### src/sv/xxtea_pkg.sv
package xxtea_pkg;

	localparam int WORD_W      = 32;
	localparam int BLOCK_WORDS = 9;
	localparam int ROUND_COUNT = 11;
	localparam int IO_WORDS    = 9;
	localparam int KEY_WORDS   = 4;
	localparam int PREP_STEPS  = 4;

	localparam int IDX_W = $clog2(BLOCK_WORDS);
	localparam int RND_W = $clog2(ROUND_COUNT + 1);
	localparam int CNT_W = $clog2(ROUND_COUNT / 4 + 2);
	localparam int CFG_IDX_W = 4;

	localparam logic [CFG_IDX_W-1:0] REG_KEY_0   = 4'd0;
	localparam logic [CFG_IDX_W-1:0] REG_KEY_3   = 4'd3;
	localparam logic [CFG_IDX_W-1:0] REG_DELTA_0 = 4'd4;
	localparam logic [CFG_IDX_W-1:0] REG_DELTA_3 = 4'd7;

	typedef logic [WORD_W-1:0] word_t;

	typedef struct packed {
		logic  mode;
		word_t in_word_0;
		word_t in_word_1;
		word_t in_word_2;
		word_t in_word_3;
		word_t in_word_4;
		word_t in_word_5;
		word_t in_word_6;
		word_t in_word_7;
		word_t in_word_8;
	} in_item_t;

	typedef struct packed {
		word_t out_word_0;
		word_t out_word_1;
		word_t out_word_2;
		word_t out_word_3;
		word_t out_word_4;
		word_t out_word_5;
		word_t out_word_6;
		word_t out_word_7;
		word_t out_word_8;
	} out_item_t;

	typedef struct packed {
		word_t [KEY_WORDS-1:0] key;
		word_t [KEY_WORDS-1:0] delta;
	} cfg_regs_t;

	typedef struct packed {
		logic load;
		logic step;
		logic dec;
	} ring_ctl_t;

	// Weight of delta word m in the starting sum: the number of rounds that
	// use it when decrypting, or only the first round's delta when encrypting.
	function automatic logic [CNT_W-1:0] prep_factor(logic dec, logic [1:0] m);
		int cnt;
		cnt = 0;
		if (dec) begin
			if (m == 2'd0)
				cnt = ROUND_COUNT >> 2;
			else
				cnt = (ROUND_COUNT + 4 - int'(m)) >> 2;
		end else begin
			cnt = (int'(m) == (ROUND_COUNT % 4)) ? 1 : 0;
		end
		return CNT_W'(cnt);
	endfunction

endpackage

### src/sv/xxtea_cfg.sv
module xxtea_cfg import xxtea_pkg::*; (
	input  logic                 clk,
	input  logic                 arst_n,
	input  logic                 cfg_we,
	input  logic [CFG_IDX_W-1:0] cfg_index,
	input  word_t                cfg_data,
	output cfg_regs_t            regs
);

	cfg_regs_t regs_q;

	always_ff @(posedge clk or negedge arst_n) begin
		if (!arst_n) begin
			regs_q <= '0;
		end else if (cfg_we) begin
			unique case (cfg_index) inside
				[REG_KEY_0:REG_KEY_3]:     regs_q.key[cfg_index[1:0]] <= cfg_data;
				[REG_DELTA_0:REG_DELTA_3]: regs_q.delta[cfg_index[1:0]] <= cfg_data;
				default: ;
			endcase
		end
	end

	assign regs = regs_q;

endmodule

### src/sv/xxtea_mix.sv
module xxtea_mix import xxtea_pkg::*; (
	input  word_t x,
	input  word_t y,
	input  word_t z,
	input  word_t sum,
	input  word_t key,
	input  logic  dec,
	output word_t result
);

	word_t a;
	word_t b;
	word_t m;

	always_comb begin
		a = ((z << 4) ^ (y >> 3)) + ((y << 2) ^ (z >> 5));
		b = (y ^ sum) + (z ^ key);
		m = a ^ b;
		result = dec ? (x - m) : (x + m);
	end

endmodule

### src/sv/xxtea_ring.sv
module xxtea_ring import xxtea_pkg::*; (
	input  logic                     clk,
	input  ring_ctl_t                ctl,
	input  word_t [BLOCK_WORDS-1:0]  ld_words,
	input  word_t                    new_word,
	output word_t                    cur,
	output word_t                    nxt,
	output word_t                    prv,
	output word_t [BLOCK_WORDS-1:0]  words
);

	// Slot 0 holds the word being updated, slot 1 its successor and the last
	// slot its predecessor. Decryption runs with the ring offset by one.
	word_t [BLOCK_WORDS-1:0] slot_q;

	always_ff @(posedge clk) begin
		if (ctl.load) begin
			for (int k = 0; k < BLOCK_WORDS; k++) begin
				slot_q[k] <= ctl.dec ? ld_words[(k + BLOCK_WORDS - 1) % BLOCK_WORDS]
				                     : ld_words[k];
			end
		end else if (ctl.step) begin
			if (ctl.dec) begin
				slot_q[0] <= slot_q[BLOCK_WORDS-1];
				slot_q[1] <= new_word;
				for (int k = 2; k < BLOCK_WORDS; k++)
					slot_q[k] <= slot_q[k-1];
			end else begin
				for (int k = 0; k < BLOCK_WORDS - 1; k++)
					slot_q[k] <= slot_q[k+1];
				slot_q[BLOCK_WORDS-1] <= new_word;
			end
		end
	end

	assign cur = slot_q[0];
	assign nxt = slot_q[1];
	assign prv = slot_q[BLOCK_WORDS-1];

	for (genvar j = 0; j < BLOCK_WORDS; j++) begin : g_words
		assign words[j] = ctl.dec ? slot_q[(j + 1) % BLOCK_WORDS] : slot_q[j];
	end

endmodule

### src/sv/xxtea_nine_word_cipher_unit.sv
// Flow: after the input transfer the unit forms the starting round sum, runs
// the word updates and registers the result, which then shows valid.
// Throughput: the unit takes no new block until the last result is loaded;
// the single mix adder does one word update per cycle, 9 words times 11 rounds.
// Reset: key and delta registers clear to zero, sequencer idle, no result held.
module xxtea_nine_word_cipher_unit import xxtea_pkg::*; (
	input  logic                 clk,
	input  logic                 arst_n,
	input  logic                 cfg_we,
	input  logic [CFG_IDX_W-1:0] cfg_index,
	input  word_t                cfg_data,
	input  logic                 req_valid,
	output logic                 req_stall,
	input  in_item_t             req,
	output logic                 rsp_valid,
	input  logic                 rsp_stall,
	output out_item_t            rsp
);

	typedef enum logic [1:0] {S_IDLE, S_PREP, S_RUN, S_DONE} state_t;

	state_t           state_q;
	logic             mode_q;
	logic [1:0]       prep_q;
	logic [IDX_W-1:0] idx_q;
	logic [RND_W-1:0] rnd_q;
	word_t            sum_q;
	logic             rsp_valid_q;
	out_item_t        rsp_q;

	cfg_regs_t regs;
	ring_ctl_t ring_ctl;
	logic      req_xfer;
	logic      last_word;
	logic      last_round;
	logic      rsp_load;

	word_t [IO_WORDS-1:0]    req_words;
	word_t [IO_WORDS-1:0]    rsp_words;
	word_t [BLOCK_WORDS-1:0] ld_words;
	word_t [BLOCK_WORDS-1:0] ring_words;
	word_t                   cur;
	word_t                   nxt;
	word_t                   prv;
	word_t                   new_word;
	word_t                   key_sel;
	word_t                   delta_sel;
	logic [RND_W-1:0]        rnd_dec;
	logic [WORD_W+CNT_W-1:0] prep_term;

	xxtea_cfg u_cfg (
		.clk       (clk),
		.arst_n    (arst_n),
		.cfg_we    (cfg_we),
		.cfg_index (cfg_index),
		.cfg_data  (cfg_data),
		.regs      (regs)
	);

	assign req_words[0] = req.in_word_0;
	assign req_words[1] = req.in_word_1;
	assign req_words[2] = req.in_word_2;
	assign req_words[3] = req.in_word_3;
	assign req_words[4] = req.in_word_4;
	assign req_words[5] = req.in_word_5;
	assign req_words[6] = req.in_word_6;
	assign req_words[7] = req.in_word_7;
	assign req_words[8] = req.in_word_8;

	for (genvar j = 0; j < BLOCK_WORDS; j++) begin : g_load
		if (j < IO_WORDS) begin : g_in
			assign ld_words[j] = req_words[j];
		end else begin : g_zero
			assign ld_words[j] = '0;
		end
	end

	// Words past the cipher span pass through untouched.
	for (genvar j = 0; j < IO_WORDS; j++) begin : g_out
		if (j < BLOCK_WORDS) begin : g_ring
			assign rsp_words[j] = ring_words[j];
		end else begin : g_pass
			word_t pass_q;
			always_ff @(posedge clk) begin
				if (req_xfer)
					pass_q <= req_words[j];
			end
			assign rsp_words[j] = pass_q;
		end
	end

	assign req_xfer  = req_valid && !req_stall;
	assign req_stall = (state_q != S_IDLE);
	assign rsp_valid = rsp_valid_q;
	assign rsp       = rsp_q;

	always_comb begin
		ring_ctl.load = req_xfer;
		ring_ctl.step = (state_q == S_RUN);
		ring_ctl.dec  = req_xfer ? req.mode : mode_q;
	end

	xxtea_ring u_ring (
		.clk      (clk),
		.ctl      (ring_ctl),
		.ld_words (ld_words),
		.new_word (new_word),
		.cur      (cur),
		.nxt      (nxt),
		.prv      (prv),
		.words    (ring_words)
	);

	assign key_sel = regs.key[2'(idx_q) ^ sum_q[3:2]];

	xxtea_mix u_mix (
		.x      (cur),
		.y      (nxt),
		.z      (prv),
		.sum    (sum_q),
		.key    (key_sel),
		.dec    (mode_q),
		.result (new_word)
	);

	always_comb begin
		rnd_dec    = rnd_q - RND_W'(1);
		delta_sel  = mode_q ? regs.delta[2'(rnd_q)] : regs.delta[2'(rnd_dec)];
		prep_term  = regs.delta[prep_q] * prep_factor(mode_q, prep_q);
		last_word  = mode_q ? (idx_q == '0) : (idx_q == IDX_W'(BLOCK_WORDS - 1));
		last_round = mode_q ? (rnd_q == RND_W'(ROUND_COUNT)) : (rnd_q == RND_W'(1));
		rsp_load   = (state_q == S_DONE) && (!rsp_valid_q || !rsp_stall);
	end

	always_ff @(posedge clk or negedge arst_n) begin
		if (!arst_n) begin
			state_q     <= S_IDLE;
			mode_q      <= 1'b0;
			prep_q      <= '0;
			idx_q       <= '0;
			rnd_q       <= '0;
			sum_q       <= '0;
			rsp_valid_q <= 1'b0;
			rsp_q       <= '0;
		end else begin
			rsp_valid_q <= rsp_load || (rsp_valid_q && rsp_stall);
			unique case (state_q)
				S_IDLE: begin
					if (req_xfer) begin
						mode_q  <= req.mode;
						prep_q  <= '0;
						sum_q   <= '0;
						idx_q   <= req.mode ? IDX_W'(BLOCK_WORDS - 1) : '0;
						rnd_q   <= req.mode ? RND_W'(1) : RND_W'(ROUND_COUNT);
						state_q <= S_PREP;
					end
				end
				S_PREP: begin
					sum_q  <= sum_q + prep_term[WORD_W-1:0];
					prep_q <= prep_q + 2'd1;
					if (prep_q == 2'(PREP_STEPS - 1))
						state_q <= S_RUN;
				end
				S_RUN: begin
					if (last_word) begin
						idx_q <= mode_q ? IDX_W'(BLOCK_WORDS - 1) : '0;
						if (last_round) begin
							state_q <= S_DONE;
						end else if (mode_q) begin
							sum_q <= sum_q - delta_sel;
							rnd_q <= rnd_q + RND_W'(1);
						end else begin
							sum_q <= sum_q + delta_sel;
							rnd_q <= rnd_dec;
						end
					end else begin
						idx_q <= mode_q ? (idx_q - IDX_W'(1)) : (idx_q + IDX_W'(1));
					end
				end
				S_DONE: begin
					// hold until the output register is free
					if (rsp_load) begin
						rsp_q.out_word_0 <= rsp_words[0];
						rsp_q.out_word_1 <= rsp_words[1];
						rsp_q.out_word_2 <= rsp_words[2];
						rsp_q.out_word_3 <= rsp_words[3];
						rsp_q.out_word_4 <= rsp_words[4];
						rsp_q.out_word_5 <= rsp_words[5];
						rsp_q.out_word_6 <= rsp_words[6];
						rsp_q.out_word_7 <= rsp_words[7];
						rsp_q.out_word_8 <= rsp_words[8];
						state_q <= S_IDLE;
					end
				end
				default: state_q <= S_IDLE;
			endcase
		end
	end

`ifndef SYNTHESIS
	a_rsp_from_done: assert property (@(posedge clk) disable iff (!arst_n)
		$rose(rsp_valid_q) |-> $past(state_q == S_DONE))
		else $error("result raised outside the finishing state");

	a_busy_after_xfer: assert property (@(posedge clk) disable iff (!arst_n)
		req_xfer |=> req_stall && (state_q == S_PREP))
		else $error("block took a transfer without starting work");

	a_idx_range: assert property (@(posedge clk) disable iff (!arst_n)
		(state_q == S_RUN) |-> (idx_q <= IDX_W'(BLOCK_WORDS - 1)))
		else $error("word index out of range");

	a_rnd_range: assert property (@(posedge clk) disable iff (!arst_n)
		(state_q == S_RUN) |-> (rnd_q != '0) && (rnd_q <= RND_W'(ROUND_COUNT)))
		else $error("round counter out of range");
`endif

endmodule

### config.mk
export PLATFORM = sky130hd
export DESIGN_NAME = xxtea_nine_word_cipher_unit
export DESIGN_NICKNAME = d
export VERILOG_FILES = /design/src/sv/xxtea_pkg.sv /design/src/sv/xxtea_cfg.sv /design/src/sv/xxtea_mix.sv /design/src/sv/xxtea_ring.sv /design/src/sv/xxtea_nine_word_cipher_unit.sv
export SDC_FILE = /design/constraint.sdc
export NUM_CORES = 2
export LEC_CHECK = 0
export BUFFER_PORTS_ARGS = -buffer_cell sky130_fd_sc_hd__buf_2
export CORE_ASPECT_RATIO = 0.5
export CORE_MARGIN = 10
export CORE_UTILIZATION = 40
export CTS_CLUSTER_SIZE = 30
export DETAILED_ROUTE_END_ITERATION = 12
export PLACE_DENSITY = 0.59
export SLEW_MARGIN = 0
export SYNTH_ARGS = -nofsm -noshare
export SYNTH_HDL_FRONTEND = slang
export SYNTH_SLANG_ARGS = --single-unit
### constraint.sdc
create_clock -name clk -period 8.2 [get_ports clk]
set_input_delay 0.41 -clock clk [delete_from_list [all_inputs] [get_ports clk]]
set_output_delay 0.41 -clock clk [all_outputs]
set_load 0.01 [all_outputs]
* Word level (Yosys, flattened, before mapping)
Cells that the tools add are included.
** Storage, ports and cells
- Output and inout port bits :: 290
- Input bits :: 330
- Word-level logic and storage cells :: 170
- Flip-flop bits (word level) :: 878
** Operators by class
- Multiply operators :: 1
- Bitwise operators :: 6
- Eq/ne operators :: 14
- Add/subtract/negate cells :: 13
- Multiplexer cells :: 66
- $lt $le $gt $ge :: 10
- Reductions and logical operators :: 27
** Operators with widths (number)
- $mux W32 :: 29
- $mux W288 :: 3
- $bmux W32 S2 :: 4
- $bwmux W128 :: 2
- $add A32 B32 Y32 :: 5
- $pmux W32 S3 :: 1
- $xor A32 B32 Y32 :: 3
- $demux W32 S2 :: 1
- $sub A32 B32 Y32 :: 2
- $mux W4 :: 10
- $mul A32 B2 Y32 :: 1
- $xor A32 B27 Y32 :: 1
- $xor A32 B29 Y32 :: 1
- $mux W2 :: 8
- $pmux W4 S2 :: 2
- $lt A2 B3 Y1 const B :: 5
- $reduce_and A2 Y1 :: 5
- $add A4 B1 Y4 const B :: 2
- $eq A4 B4 Y1 const B :: 2
- $ne A2 B2 Y1 const B :: 4
- $pmux W2 S4 :: 1
- $reduce_and A4 Y1 :: 2
- $reduce_bool A2 Y1 :: 4
- $sub A4 B1 Y4 const B :: 2
- other kinds (21) :: 37

* Longest topological paths before layout
- Word-level depth :: 11
- Mapped depth :: 31
- Gate-level depth less buffers :: 29

* Modules after synthesis
A second synthesis with hierarchy kept.
** Unflattened totals
- Cell total of the unflattened synthesis :: 4366
- Area total of the unflattened synthesis :: 58234.6 µm²
** By module, submodules not included
- xxtea_nine_word_cipher_unit :: cells an instance 1857, instances 1, area each 21645.8 µm², sequential area each 8358.0 µm²
- xxtea_ring :: cells an instance 1057, instances 1, area each 20138.1 µm², sequential area each 8648.3 µm²
- xxtea_cfg :: cells an instance 550, instances 1, area each 9635.5 µm², sequential area each 6406.1 µm²
- xxtea_mix :: cells an instance 902, instances 1, area each 6815.3 µm², sequential area each 0.0 µm²

* Worst setup path after synthesis
No wires, ideal clock.
- Kind :: register to register
- Start point :: reg state_q[0]
- End point :: reg u_ring.slot_q (netlist bit u_ring.cur[0]) (enable)
- Library setup time :: 2.177 ns
- Slack :: -0.251 ns
- Buffers on the path :: 3
- Cell stages (with the launch flop) :: 8
- Data required time :: 6.023 ns
- Period minus slack after synthesis :: 8.451 ns
- Arrival :: 6.274 ns
- Cells stage by stage :: dfrtp_1 -> inv_1 -> ha_1 -> nand2_1 -> clkbuf_1 -> clkbuf_1 -> clkbuf_1 -> nand2_1
** Between the ends
- Longest elaborated chain between the ends :: 4
- Elaborated cells on any way between the ends :: 5
- Those cells by class :: eq/ne (1); reduce/logical (4)
** Ends and longest elaborated chain
- from (decl) :: line xxtea_nine_word_cipher_unit.sv:22 : state_t state_q;
- from (signal assigned) :: line xxtea_nine_word_cipher_unit.sv:137 : state_q <= S_IDLE;
- from (signal assigned) :: line xxtea_nine_word_cipher_unit.sv:155 : state_q <= S_PREP;
- from (signal assigned) :: line xxtea_nine_word_cipher_unit.sv:162 : state_q <= S_RUN;
- $reduce_bool A2 Y1 :: line xxtea_nine_word_cipher_unit.sv:93 : assign req_stall = (state_q != S_IDLE);
- $logic_not A1 Y1 :: line xxtea_nine_word_cipher_unit.sv:92 : assign req_xfer = req_valid && !req_stall;
- $logic_and A1 B1 Y1 :: line xxtea_nine_word_cipher_unit.sv:92
- $reduce_bool A2 Y1 (no line) *
- to (signal, indexed assignment) :: line xxtea_ring.sv:27 : slot_q[k] <= slot_q[k-1];
- to (signal, indexed assignment) :: line xxtea_ring.sv:30 : slot_q[k] <= slot_q[k+1];
- to (signal, indexed assignment) :: line xxtea_ring.sv:31 : slot_q[BLOCK_WORDS-1] <= new_word;
- to (decl) :: line xxtea_ring.sv:14 : word_t [BLOCK_WORDS-1:0] slot_q;
Mark *: on every way between the ends. The rest lies on a longest branch, timed or not.
A chain may end at the register's enable or synchronous reset.

* Worst setup path in the final report
- Start point :: reg idx_q[0]
- End point :: reg u_ring.slot_q (netlist bit u_ring.nxt[30]), data pin
** Between the ends
- Longest elaborated chain between the ends :: 11
- Elaborated cells on any way between the ends :: 12
- Those cells by class :: add/sub (3); mux (6); bitwise (3)
** Ends and longest elaborated chain
- from (decl) :: line xxtea_nine_word_cipher_unit.sv:25 : logic [IDX_W-1:0] idx_q;
- from (signal assigned) :: line xxtea_nine_word_cipher_unit.sv:153 : idx_q <= req.mode ? IDX_W'(BLOCK_WORDS - 1) : '0;
- from (signal assigned) :: line xxtea_nine_word_cipher_unit.sv:166 : idx_q <= mode_q ? IDX_W'(BLOCK_WORDS - 1) : '0;
- from (signal assigned) :: line xxtea_nine_word_cipher_unit.sv:177 : idx_q <= mode_q ? (idx_q - IDX_W'(1)) : (idx_q + IDX_W'(1));
- $xor A2 B2 Y2 * :: line xxtea_nine_word_cipher_unit.sv:114 : assign key_sel = regs.key[2'(idx_q) ^ sum_q[3:2]];
- $bmux W32 S2 * :: line xxtea_nine_word_cipher_unit.sv:114
- $mux W32 (implied by the code) * :: line xxtea_nine_word_cipher_unit.sv:114
- $xor A32 B32 Y32 * :: line xxtea_mix.sv:17 : b = (y ^ sum) + (z ^ key);
- $add A32 B32 Y32 * :: line xxtea_mix.sv:17
- $xor A32 B32 Y32 * :: line xxtea_mix.sv:18 : m = a ^ b;
- $add A32 B32 Y32 / $sub A32 B32 Y32 (equally long branches) :: line xxtea_mix.sv:19 : result = dec ? (x - m) : (x + m);
- $mux W32 * :: line xxtea_mix.sv:19
- $mux W288 * :: line xxtea_ring.sv:23 : if (ctl.dec) begin
- $mux W288 * :: line xxtea_ring.sv:22 : end else if (ctl.step) begin
- $mux W288 * :: line xxtea_ring.sv:17 : if (ctl.load) begin
- to (signal, indexed assignment) :: line xxtea_ring.sv:19 : slot_q[k] <= ctl.dec ? ld_words[(k + BLOCK_WORDS - 1) % BLOCK_WORDS]
- to (signal, indexed assignment) :: line xxtea_ring.sv:27
- to (signal, indexed assignment) :: line xxtea_ring.sv:30
Mark *: on every way between the ends. The rest lies on a longest branch, timed or not. The select of a mux whose other input is x is not followed.

==> flow_metrics.tcl <==
set metrics [dict create \
    outcome "complete, no violations" \
    synthCells 5572 \
    area_growth_pct 14.6 \
    tns_ns 0 \
    core_mm2 0.134 \
    dieHeight_um 280 \
    row_count 95 \
    drt_iter0_markers 6889 \
    crit_top_cell "a21o_1" \
    routed_via_density 6.24 \
    cts_tree "done" \
    path_clk_slew_ns 0.06 \
    multi_input_area_mm2 0.0288 \
    drive_above_1_share 0.211 \
    ios 620 \
    htreeDepth 3 \
    dpl.cell_count 7654 \
    place_congestion 1.03 \
    max_cap_violations 0 \
    numCtsBuffers 89 \
    min_to "u_cfg.regs[123]" \
    nets 6488 \
    worstMarginPinSlew_ns 1.19 \
    r2r.worst_path.cells 25 \
    syn_nets 6107 \
    synth.top_cell.area_share 0.273 \
    critPathBufInv 3 \
    portBuffers 619 \
    hpwl_mm 176 \
    cts_setup_buffers 0 \
    regArea_mm2 0.0234 \
    worstHoldStart "cfg_data[27]" \
    skew_ns 0.0414 \
    numClockSinks 878 \
    grt_pass1_wl_mm 327 \
    synthFlopType "dfrtp_1" \
    final-instance-count-excl-fill 7863 \
    synth_warnings 0 \
    setup_viol 0 \
    worstHoldPathType "input port to flop" \
    hold_viol 0 \
    critPathMaxFanout 18 \
    die-area_mm2 0.151 \
    drc_errors 0 \
    ant_nets 0 \
    async_reset_ff_frac 0.672 \
    cp.arrival_ns 8.19 \
    clk_latency_ns 0.74 \
    wire_per_inst_um 29.5 \
    slowest_delay_ns 0.55 \
    ys_seq_elements 878 \
    root_buffer "clkbuf_16" \
    crit_family "compound AO/OA/AOI/OAI gates" \
    fmax_mhz 129 \
    syn-cell-area_mm2 0.0542 \
    wirelength_mm 232 \
    synthTopCellsByArea "dfrtp_1 (27%), edfxtp_1 (16%), nand2_1 (5.5%), mux2_2 (5.3%), mux4_2 (5.3%)" \
    crit_required_ns 8.66 \
    die_w_um 540 \
    timing.setup.critical_path_class "flop to flop" \
    ys_types 85 \
    grt_max_degree 227 \
    ys_seq_area_frac 0.432 \
    clk_path_buf_depth 3 \
    critPathLaunchType "flop" \
    report.final.slew_viol_count 0 \
    grt_pass1_vias 45721 \
    drtPass1Iterations 6 \
    ys_top_cells_by_count "nand2_1 (792), dfrtp_1 (590), a21oi_1 (437), nor2_1 (430), clkbuf_1 (354)" \
    critPathCaptureType "flop" \
    regToRegSetupSlack_ns 0.47 \
    hold_depth 2 \
    antenna_found_initial 59 \
    rsz0062_at_grt "no" \
    yosys.cell_count.top_type "nand2_1" \
    reg2reg_to "u_ring.nxt[30]" \
    gr-total-overflow 0 \
    yosys.area.top_type "dfrtp_1" \
    synth.avg_cell_area_um2 9.72 \
    vias 49098 \
    finalCritPeriodShare 0.943 \
    r2r_start "idx_q[0]" \
    fillers 12708 \
    slew_headroom 0.205 \
    crit_slowest_cell "mux4_2" \
    start_util 0.403 \
    period_minus_slack_ns 7.73 \
    synth_edf_count 288 \
    grt_usage 0.290 \
]
[worst register-to-register path, cell delays in order, from the launching register on]
cell	delay [ns]
dfrtp_1	0.47
xnor2_2	0.25
buf_4	0.34
buf_6	0.33
mux4_2	0.56
xor2_1	0.16
ha_1	0.39
a21o_1	0.20
a221o_1	0.33
a21o_1	0.21
a221oi_2	0.34
xnor3_2	0.55
nor4_2	0.32
or3b_4	0.45
nor4_4	0.42
a21oi_1	0.14
xnor2_1	0.17
ha_1	0.30
buf_4	0.17
a21oi_1	0.13
o21ai_0	0.17
a21o_1	0.22
a221oi_1	0.29
o21ai_0	0.24
mux2_2	0.29
nand2_1	0.04
[how the worst max path moves through the flow]
stage | from | endpoint | slack [ns] | cells after the start
detailed placement | idx_q[0] | u_ring.nxt[28] | 0.1 | 25
finish | idx_q[0] | u_ring.nxt[30] | 0.47 | 25
global placement | idx_q[0] | u_ring.nxt[28] | 0.21 | 25
CTS | idx_q[0] | u_ring.nxt[28] | 0.04 | 25
global route | idx_q[0] | u_ring.nxt[30] | 0.007 | 25
floorplan | idx_q[0] | u_ring.nxt[28] | 0.66 | 28
[cells in the final DEF, fill, tap and decap left out, drive strengths merged, types with 118 or more instances in the layout]
| cell type | instances |
|---|---|
| clkbuf | 118 |
| mux4 | 128 |
| o22ai | 279 |
| buf | 686 |
| nand2 | 792 |
| and3 | 243 |
| xor2 | 177 |
| nor2 | 430 |
| dfrtp | 590 |
| a31oi | 307 |
| mux2 | 257 |
| ha | 169 |
| inv | 154 |
| a21oi | 437 |
| o21ai | 127 |
| xnor2 | 160 |
| edfxtp | 288 |
[metrics by stage]
| step | instance area, um2 | util | hold WS (ns) | setup slack [ns] |
|---|---|---|---|---|
| 2_1_floorplan | 54200 | - | 0.114 | 0.664 |
| 3_3_place_gp | 58700 | 0.437 | 0.482 | 0.209 |
| 3_5_place_dp | 58700 | 0.437 | 0.491 | 0.0958 |
| 4_1_cts | 61900 | 0.460 | 0.00640 | 0.0385 |
| 5_1_grt | 62000 | 0.461 | 0.0354 | 0.00748 |
| 6_report | 62100 | 0.462 | 0.0531 | 0.468 |
[layout make-up]
class,count,area share
Clock inverter,48,0.0100
Antenna cell,41,0.00165
Tap cell,1794,0.0362
Clock buffer,118,0.0409
Multi-Input combinational cell,4145,0.464
Timing Repair Buffer,688,0.0602
Inverter,151,0.00940
Sequential cell,878,0.377
[routing by layer]
| metal | up-vias | share of wire | GRT usage |
|---|---|---|---|
| li1 | 21270 | - | - |
| met1 | 24658 | 0.42 | 0.414 |
| met2 | 2796 | 0.42 | 0.416 |
| met3 | 370 | 0.12 | 0.0901 |
| met4 | 4 | 0.037 | 0.0964 |
| met5 | - | 0.00023 | 0 |
[state kept, by name, indices dropped and copies added (netlist names), 2 cells and up]
register       cells
rnd_q              4
u_ring.slot_q    192
state_q            2
prep_q             2
rsp              288
sum_q             32
idx_q              4
u_cfg.regs       256
u_ring.prv        32
u_ring.cur        32
u_ring.nxt        32
[cells by family (layout without fill, tap and decap cells)]
logic type | count (synthesis) | after routing | share of synthesized area
simple gates | 1706 | 1706 | 0.140
other cells | 0 | 41 | 0
flops | 878 | 878 | 0.432
mux | 427 | 427 | 0.114
fa+ha+maj | 205 | 205 | 0.0523
buf+inv | 549 | 1005 | 0.0384
compound gates | 1466 | 1466 | 0.166
xor+xnor | 341 | 341 | 0.0562
[repair_timing]
action / in CTS / in global routing
setup endpoints to repair: 0 / 15
hold buffers: 2 / 0
resized for setup: 0 / 11
endpoints found under the hold margin: 118 / 0
Power is left out: the tool's default activity adds up to more than one toggle a clock period on the data nets, which glitch-free logic cannot reach.
